===== src/hw/rtl/cart_pkg.sv =====
package cart_pkg;

  localparam int DATA_W = 32;
  localparam int KIND_W = 3;
  localparam int RETRY_W = 4;
  localparam int TIMEOUT_W = 16;
  localparam int CFG_IDX_W = 2;
  localparam int CFG_DATA_W = 16;
  localparam int COUNT_OUT_W = 4;
  localparam int S_TDATA_W = 136;
  localparam int M_TDATA_W = 200;

  localparam logic [CFG_IDX_W-1:0] CFG_ACK_TIMEOUT = 2'd0;
  localparam logic [CFG_IDX_W-1:0] CFG_MAX_RETRIES = 2'd1;
  localparam logic [CFG_IDX_W-1:0] CFG_FATAL_ON_TIMEOUT = 2'd2;

  localparam logic [TIMEOUT_W-1:0] ACK_TIMEOUT_RST = 16'd500;
  localparam logic [RETRY_W-1:0] MAX_RETRIES_RST = 4'd3;
  localparam logic FATAL_ON_TIMEOUT_RST = 1'b1;

  localparam logic FUNC_PUSH = 1'b0;
  localparam logic FUNC_TICK = 1'b1;

  localparam logic [KIND_W-1:0] KIND_MEAS_START = 3'd3;
  localparam logic [KIND_W-1:0] KIND_MEAS_CANCEL = 3'd4;

  typedef enum logic [2:0] {
    EV_NONE     = 3'd0,
    EV_PASSED   = 3'd1,
    EV_TRACKED  = 3'd2,
    EV_REJECTED = 3'd3,
    EV_RETRY    = 3'd4,
    EV_TIMEOUT  = 3'd5
  } event_t;

  typedef enum logic [2:0] {
    ST_IDLE,
    ST_POP,
    ST_PUSH,
    ST_SCAN,
    ST_DONE
  } state_t;

  typedef enum logic [1:0] {
    SLOT_HOLD,
    SLOT_REMOVE,
    SLOT_APPEND,
    SLOT_RETRY
  } slot_op_t;

  typedef struct packed {
    logic [DATA_W-1:0]  sequence_num;
    logic [KIND_W-1:0]  kind;
    logic [DATA_W-1:0]  tag;
    logic [DATA_W-1:0]  last_sent;
    logic [RETRY_W-1:0] retries;
  } slot_t;

endpackage


===== src/hw/rtl/cumulative_ack_retry_tracker_top.sv =====
// Sequencing: an untracked push goes straight to the output stage. A tracked
// push first pops acknowledged head entries one per cycle, then appends; a tick
// pops likewise, then scans entries one per cycle through the shared subtractor.
// A new command is accepted only in idle, once the previous result is loaded.
// Reset: queue empty, counters zero, registers at 500 ms, 3 retries, fatal on.
module cumulative_ack_retry_tracker_top #(
  parameter int QUEUE_DEPTH = 8
) (
  input  logic                                clk,
  input  logic                                rst,
  input  logic                                s_tvalid,
  output logic                                s_tready,
  // command_kind, command_sequence, command_tag, ack_sequence, now_ms
  input  logic [cart_pkg::S_TDATA_W-1:0]      s_tdata,
  // func
  input  logic                                s_tuser,
  output logic                                m_tvalid,
  input  logic                                m_tready,
  // event_sequence, event_kind, event_tag, fatal_timeout, in_flight_count,
  // saturation_total, retry_total, timeout_total, last_tracked_sequence
  output logic [cart_pkg::M_TDATA_W-1:0]      m_tdata,
  // event_res
  output logic [2:0]                          m_tuser,
  input  logic                                cfg_we,
  input  logic [cart_pkg::CFG_IDX_W-1:0]      cfg_index,
  input  logic [cart_pkg::CFG_DATA_W-1:0]     cfg_data
);

  localparam int IDX_W = (QUEUE_DEPTH > 1) ? $clog2(QUEUE_DEPTH) : 1;
  localparam int CNT_W = $clog2(QUEUE_DEPTH + 1);
  localparam int DW = cart_pkg::DATA_W;
  localparam int KW = cart_pkg::KIND_W;

  cart_pkg::state_t state, state_next;
  logic [CNT_W-1:0] occ, occ_next;
  logic [CNT_W-1:0] scan, scan_next;

  logic          in_func;
  logic [KW-1:0] in_kind;
  logic [DW-1:0] in_seq, in_tag, in_ack, in_now;

  cart_pkg::event_t ev_res, ev_res_next;
  logic [DW-1:0] ev_seq, ev_seq_next;
  logic [KW-1:0] ev_kind, ev_kind_next;
  logic [DW-1:0] ev_tag, ev_tag_next;
  logic          ev_fatal, ev_fatal_next;

  logic [DW-1:0] saturations, saturations_next;
  logic [DW-1:0] retries_issued, retries_issued_next;
  logic [DW-1:0] timeouts_seen, timeouts_seen_next;
  logic [DW-1:0] newest_tracked, newest_tracked_next;

  logic [cart_pkg::TIMEOUT_W-1:0] ack_timeout_ms;
  logic [cart_pkg::RETRY_W-1:0]   max_retries;
  logic                           fatal_on_timeout;

  logic          f_func;
  logic [KW-1:0] f_kind;
  logic [DW-1:0] f_seq, f_tag, f_ack, f_now;

  cart_pkg::slot_op_t slot_op;
  logic [IDX_W-1:0]   slot_idx;
  logic [IDX_W-1:0]   rd_idx;
  cart_pkg::slot_t    slot_wr;
  cart_pkg::slot_t    slot_rd;

  logic [DW-1:0] alu_a, alu_b, alu_diff;
  logic          alu_reached;

  logic              accept;
  logic              out_load;
  logic [CNT_W+3:0]  occ_ext;

  assign f_func = s_tuser;
  assign f_kind = s_tdata[2:0];
  assign f_seq  = s_tdata[34:3];
  assign f_tag  = s_tdata[66:35];
  assign f_ack  = s_tdata[98:67];
  assign f_now  = s_tdata[130:99];

  assign s_tready = (state == cart_pkg::ST_IDLE);
  assign accept = s_tvalid && s_tready;
  assign occ_ext = {4'b0, occ};

  assign rd_idx = (state == cart_pkg::ST_POP) ? '0 : scan[IDX_W-1:0];
  assign alu_a = (state == cart_pkg::ST_POP) ? in_ack : in_now;
  assign alu_b = (state == cart_pkg::ST_POP) ? slot_rd.sequence_num : slot_rd.last_sent;

  assign slot_wr = '{sequence_num: in_seq, kind: in_kind, tag: in_tag,
                     last_sent: in_now, retries: '0};

  cart_alu u_alu (
    .a       (alu_a),
    .b       (alu_b),
    .limit   (ack_timeout_ms),
    .diff    (alu_diff),
    .reached (alu_reached)
  );

  cart_slots #(
    .QUEUE_DEPTH (QUEUE_DEPTH)
  ) u_slots (
    .clk    (clk),
    .op     (slot_op),
    .idx    (slot_idx),
    .wr     (slot_wr),
    .now    (in_now),
    .rd_idx (rd_idx),
    .rd     (slot_rd)
  );

  always_comb begin
    state_next = state;
    occ_next = occ;
    scan_next = scan;
    ev_res_next = ev_res;
    ev_seq_next = ev_seq;
    ev_kind_next = ev_kind;
    ev_tag_next = ev_tag;
    ev_fatal_next = ev_fatal;
    saturations_next = saturations;
    retries_issued_next = retries_issued;
    timeouts_seen_next = timeouts_seen;
    newest_tracked_next = newest_tracked;
    slot_op = cart_pkg::SLOT_HOLD;
    slot_idx = rd_idx;
    out_load = 1'b0;

    unique case (state)
      cart_pkg::ST_IDLE: begin
        if (accept) begin
          ev_res_next = cart_pkg::EV_NONE;
          ev_seq_next = '0;
          ev_kind_next = '0;
          ev_tag_next = '0;
          ev_fatal_next = 1'b0;
          state_next = cart_pkg::ST_POP;
          if (f_func == cart_pkg::FUNC_PUSH) begin
            ev_seq_next = f_seq;
            ev_kind_next = f_kind;
            if (f_kind != cart_pkg::KIND_MEAS_START &&
                f_kind != cart_pkg::KIND_MEAS_CANCEL) begin
              ev_res_next = cart_pkg::EV_PASSED;
              state_next = cart_pkg::ST_DONE;
            end
          end
        end
      end
      cart_pkg::ST_POP: begin
        if (occ != '0 && !alu_diff[DW-1]) begin
          slot_op = cart_pkg::SLOT_REMOVE;
          slot_idx = '0;
          occ_next = occ - 1'b1;
        end else if (in_func == cart_pkg::FUNC_PUSH) begin
          state_next = cart_pkg::ST_PUSH;
        end else begin
          scan_next = '0;
          state_next = cart_pkg::ST_SCAN;
        end
      end
      cart_pkg::ST_PUSH: begin
        if (occ == CNT_W'(QUEUE_DEPTH)) begin
          saturations_next = saturations + 1'b1;
          ev_res_next = cart_pkg::EV_REJECTED;
        end else begin
          slot_op = cart_pkg::SLOT_APPEND;
          slot_idx = occ[IDX_W-1:0];
          occ_next = occ + 1'b1;
          newest_tracked_next = in_seq;
          ev_res_next = cart_pkg::EV_TRACKED;
        end
        state_next = cart_pkg::ST_DONE;
      end
      cart_pkg::ST_SCAN: begin
        if (scan >= occ) begin
          state_next = cart_pkg::ST_DONE;
        end else if (alu_reached) begin
          ev_seq_next = slot_rd.sequence_num;
          ev_kind_next = slot_rd.kind;
          ev_tag_next = slot_rd.tag;
          if (slot_rd.retries < max_retries) begin
            slot_op = cart_pkg::SLOT_RETRY;
            retries_issued_next = retries_issued + 1'b1;
            ev_res_next = cart_pkg::EV_RETRY;
          end else begin
            slot_op = cart_pkg::SLOT_REMOVE;
            occ_next = occ - 1'b1;
            timeouts_seen_next = timeouts_seen + 1'b1;
            ev_fatal_next = fatal_on_timeout;
            ev_res_next = cart_pkg::EV_TIMEOUT;
          end
          state_next = cart_pkg::ST_DONE;
        end else begin
          scan_next = scan + 1'b1;
        end
      end
      cart_pkg::ST_DONE: begin
        if (!m_tvalid || m_tready) begin
          out_load = 1'b1;
          state_next = cart_pkg::ST_IDLE;
        end
      end
      default: begin
        state_next = cart_pkg::ST_IDLE;
      end
    endcase
  end

  always_ff @(posedge clk) begin
    if (rst) begin
      state <= cart_pkg::ST_IDLE;
      occ <= '0;
      scan <= '0;
      saturations <= '0;
      retries_issued <= '0;
      timeouts_seen <= '0;
      newest_tracked <= '0;
      m_tvalid <= 1'b0;
      ack_timeout_ms <= cart_pkg::ACK_TIMEOUT_RST;
      max_retries <= cart_pkg::MAX_RETRIES_RST;
      fatal_on_timeout <= cart_pkg::FATAL_ON_TIMEOUT_RST;
    end else begin
      state <= state_next;
      occ <= occ_next;
      scan <= scan_next;
      saturations <= saturations_next;
      retries_issued <= retries_issued_next;
      timeouts_seen <= timeouts_seen_next;
      newest_tracked <= newest_tracked_next;
      if (out_load) begin
        m_tvalid <= 1'b1;
      end else if (m_tready) begin
        m_tvalid <= 1'b0;
      end
      if (cfg_we) begin
        unique case (cfg_index)
          cart_pkg::CFG_ACK_TIMEOUT: ack_timeout_ms <= cfg_data;
          cart_pkg::CFG_MAX_RETRIES: max_retries <= cfg_data[cart_pkg::RETRY_W-1:0];
          cart_pkg::CFG_FATAL_ON_TIMEOUT: fatal_on_timeout <= cfg_data[0];
          default: begin
          end
        endcase
      end
    end
  end

  always_ff @(posedge clk) begin
    if (accept) begin
      in_func <= f_func;
      in_kind <= f_kind;
      in_seq <= f_seq;
      in_tag <= f_tag;
      in_ack <= f_ack;
      in_now <= f_now;
    end
    ev_res <= ev_res_next;
    ev_seq <= ev_seq_next;
    ev_kind <= ev_kind_next;
    ev_tag <= ev_tag_next;
    ev_fatal <= ev_fatal_next;
    if (out_load) begin
      m_tuser <= ev_res;
      m_tdata <= {newest_tracked, timeouts_seen, retries_issued, saturations,
                  occ_ext[cart_pkg::COUNT_OUT_W-1:0], ev_fatal, ev_tag, ev_kind, ev_seq};
    end
  end

endmodule


===== src/hw/rtl/cart_alu.sv =====
module cart_alu (
  input  logic [cart_pkg::DATA_W-1:0]    a,
  input  logic [cart_pkg::DATA_W-1:0]    b,
  input  logic [cart_pkg::TIMEOUT_W-1:0] limit,
  output logic [cart_pkg::DATA_W-1:0]    diff,
  output logic                           reached
);

  always_comb begin
    diff = a - b;
    reached = (diff[cart_pkg::DATA_W-1:cart_pkg::TIMEOUT_W] != '0) ||
              (diff[cart_pkg::TIMEOUT_W-1:0] >= limit);
  end

endmodule


===== src/hw/rtl/cart_slots.sv =====
module cart_slots #(
  parameter int QUEUE_DEPTH = 8,
  localparam int IDX_W = (QUEUE_DEPTH > 1) ? $clog2(QUEUE_DEPTH) : 1
) (
  input  logic                        clk,
  input  cart_pkg::slot_op_t          op,
  input  logic [IDX_W-1:0]            idx,
  input  cart_pkg::slot_t             wr,
  input  logic [cart_pkg::DATA_W-1:0] now,
  input  logic [IDX_W-1:0]            rd_idx,
  output cart_pkg::slot_t             rd
);

  cart_pkg::slot_t slots [QUEUE_DEPTH];
  cart_pkg::slot_t shifted [QUEUE_DEPTH];

  always_comb begin
    for (int j = 0; j < QUEUE_DEPTH - 1; j++) begin
      shifted[j] = slots[j+1];
    end
    shifted[QUEUE_DEPTH-1] = '0;
  end

  assign rd = slots[rd_idx];

  always_ff @(posedge clk) begin
    unique case (op)
      cart_pkg::SLOT_REMOVE: begin
        for (int j = 0; j < QUEUE_DEPTH; j++) begin
          if (j >= int'(idx)) begin
            slots[j] <= shifted[j];
          end
        end
      end
      cart_pkg::SLOT_APPEND: begin
        slots[idx] <= wr;
      end
      cart_pkg::SLOT_RETRY: begin
        slots[idx].retries <= slots[idx].retries + 1'b1;
        slots[idx].last_sent <= now;
      end
      default: begin
      end
    endcase
  end

endmodule

===== config.mk =====
export PLATFORM = sky130hd
export DESIGN_NAME = cumulative_ack_retry_tracker_top
export DESIGN_NICKNAME = d
export VERILOG_FILES = /design/src/hw/rtl/cart_pkg.sv /design/src/hw/rtl/cumulative_ack_retry_tracker_top.sv /design/src/hw/rtl/cart_alu.sv /design/src/hw/rtl/cart_slots.sv
export SDC_FILE = /design/constraint.sdc
export NUM_CORES = 2
export LEC_CHECK = 0
export BUFFER_PORTS_ARGS = -buffer_cell sky130_fd_sc_hd__clkbuf_2
export CORE_MARGIN = 4
export CORE_UTILIZATION = 60
export CTS_BUF_LIST = sky130_fd_sc_hd__clkbuf_16
export CTS_CLUSTER_DIAMETER = 60
export CTS_CLUSTER_SIZE = 28
export DETAILED_ROUTE_END_ITERATION = 7
export PLACE_DENSITY = 0.76
export SYNTH_ARGS = -nofsm -noshare
export SYNTH_HDL_FRONTEND = slang
export SYNTH_SLANG_ARGS = --single-unit

===== constraint.sdc =====
create_clock -name clk -period 14.5 [get_ports clk]
set_input_delay 2.175 -clock clk [delete_from_list [all_inputs] [get_ports clk]]
set_output_delay 2.175 -clock clk [all_outputs]
set_load 0.01 [all_outputs]

==> results by group <==
STA
  • Number of hold violations in the final report: 0
  • Hold slack: 0.4001 ns
  • Final worst-path cycle share: 69.79%
  • Slew Limit Headroom: 22.30%
  • Clock skew: 0.05797 ns
  • Final setup viols: 0
  • Worst slew pin tran: 1.166 ns
  • Fin crit period: 10.12 ns
  • RSZ-0062 raised after global routing: no
  • Max-slew violations: 0
  • Setup TNS: 0 ns
  • F_max: 0.09882 GHz

Global routing
  • Most Crowded Layer GR: met2
  • Met3 Track Usage GR: 8.312%
  • Largest net degree at the start of global routing: 96
  • Antenna violations before repair: 4
  • Global-route usage over all layers: 32.30%
  • Total congestion overflow: 0
  • Met2 Use GR: 50.39%
  • Vias in the first global route: 44120
  • First-pass GRT wire length: 276800 um
  • GRT met1 Usage: 43.37%

Place
  • # port buffers: 359
  • DP Wirelength: 110100 um
  • DP Area: 68230 um2
  • Final RePlAce weighted congestion: 0.9392

Floorplan
  • DIE AREA: 113900 um2
  • Total core area: 107400 um2
  • Row cnt: 120
  • Die Width: 337.5 um
  • Die Y: 337.5 um
  • Starting density of the core: 60.68%
  • I/O pin cnt: 365

Yosys
  • Syn Area/Cell: 12.86 um2
  • Syn. warnings: 0
  • Post-synth net total: 5290
  • Top cell type's share of synthesized area: 56.70%
  • FFs w/ async S/R, synth: 0%
  • Synth Instances: 5067
  • Area leader, netlist: edfxtp_1
  • Yosys reg bits: 1391
  • Ys flop type: edfxtp_1
  • Unique masters post-synth: 84
  • Synth Cell Area: 65140 um2
  • Sequential cell area fraction in the yosys report: 61.65%
  • Number of synthesized flops with an enable pin: 1230
  • Synth top area cells: edfxtp_1 (57%), mux2_2 (11%), dfxtp_1 (4.9%)

Finish
  • Share of cells above drive strength 1: 25.80%
  • Diodes inserted: 0
  • Most common cell after layout, fill and taps aside: edfxtp_1
  • # fillers: 7660
  • Nets: 5474
  • Most frequent cells in the layout: edfxtp_1 (1230), nand2_1 (730), mux2_2 (618)
  • Sequential cell area: 40170 um2
  • Area Overhead vs Synth: 10.70%
  • Fin area: 72110 um2
  • Multi-input gate area: 23560 um2

Route
  • Drt first pass iters: 7
  • Via count of the routed design: 45150
  • Post-route ant nets: 0
  • Final wirelength: 187200 um
  • DRC: 0
  • Via-to-Cell Ratio: 6.694
  • Drt initial violations: 6163
  • WL per Instance: 27.75 um

Clock tree
  • Worst-path clk slew: 0.09 ns
  • Clk_lat worst skew: 0.74 ns
  • CTS tree: done
  • Post-cts gate resize count: 0
  • Root Buffer: clkbuf_16
  • Hold buffer count at CTS: 0
  • Postcts setup bufs: 0
  • H-Tree Level Count: 3
  • Cts bufs inserted: 103
  • Clk sink count: 1391
  • Clk buf depth: 3

Worst setup path
  • CP Max Fanout: 87
  • Start point of the critical path: scan[2]
  • Startpoint types: flip-flop
  • Crit path largest cell delay: 0.77 ns
  • WP data required: 14.83 ns
  • Reg2Reg Launch Point: scan[2]
  • Crit. End Element: flip-flop
  • Worst path slowest cell: dfxtp_4
  • Critical path class: flip-flop to flip-flop
  • Crit path DAT: 10.45 ns

Pwr
  • Power Dens Cells: 127.3 nW/um2
  • Overall power: 9.179 mW
  • Leakage power: 25.33 nW
  • Worst vdd ir: 0.0001147 V

Run status
  • Outcome: finished, final reports clean

Hold path
  • Hold Startpoint: ev_tag[29]
  • HP Class: flip-flop to flip-flop

Job
  • Max-cap violations: 0
## where the power goes
part	switching (mW)	total, mW	leakage, nW	internal (mW)
combinational	0.806	1.18	11.0	0.371
clock	1.65	3.23	1.89	1.57
sequential	0.152	4.78	12.5	4.62
## final cells by class
class,count,area share (%)
flip-flops and latches,1391,55.71
multi-input cells,3234,32.67
clock buffers,105,3.644
repair buffers,442,3.399
well taps,1403,2.434
clock inverters,91,1.730
inverters,79,0.4182
## cell usage after synthesis (all sizes together) (31+ instances only)
library cell	number
a21oi	244
nor3	89
and3	128
dfxtp	161
buf	117
o22ai	68
mux4	63
o21ai	111
nand3	173
nor2	207
nand4	31
nor2b	54
o31ai	40
inv	77
o32ai	98
edfxtp	1230
ha	61
mux2	619
nand2	741
mux2i	171
xor2	34
o221ai	33
clkbuf	246
## metrics by stage
step           utilization (%)  instances  worst slack, ns
3_3_place_gp             63.56       6549            4.756
2_1_floorplan                -       5067            2.639
5_1_grt                  67.17       6745            4.002
3_5_place_dp             63.56       6549            4.675
4_1_cts                  67.17       6745            4.649
6_report                 67.17       6745            4.380
## worst paths after layout
kind | to | slack, ns | cells after the start
worst max-delay path | u_slots.slots[7][54] | 4.38 | 30
worst min-delay path | m_tdata[64] | 0.40 | 0
worst max register to register | u_slots.slots[7][54] | 4.38 | 30
worst min register to register | m_tdata[64] | 0.40 | 0
## sequential cells by signal, indices dropped and copies added (netlist names), 3 cells and up
name / flops
max_retries: 4
in_now: 32
m_tuser: 3
in_tag: 32
state: 3
retries_issued: 32
m_tdata: 200
timeouts_seen: 32
in_ack: 32
ev_kind: 3
ack_timeout_ms: 16
ev_seq: 32
in_seq: 32
ev_tag: 32
newest_tracked: 32
occ: 4
in_kind: 3
scan: 4
saturations: 32
ev_res: 3
u_slots.slots: 824
## worst max-delay path, delay by kind of cell (launching register included)
kind,cells,cell delay (ns)
flip-flops,1,0.77
AND/OR/NAND/NOR,9,2.65
XOR/XNOR,1,0.10
adder cells (fa/ha/maj),3,0.86
AO/OA/AOI/OAI,12,3.50
multiplexers,1,0.17
buffers and inverters,4,1.50
## per-layer routing
metal  vias up  routed length [um]
li1      19550                   -
met1     22100               69370
met2      3024               85580
met3       467               23430
met4         6                8740
met5         -                  37
## kinds of logic (layout without fill, tap and decap cells)
family	count (synthesis)	in the layout	synth area share, %
simple gates	1526	1526	10.66
compound gates	738	738	7.441
mux	853	853	15.51
flops	1391	1391	61.65
xor+xnor	54	54	0.7261
fa+ha+maj	63	63	1.233
buf+inv	442	717	2.781
(Power assumes the default switching activity.)
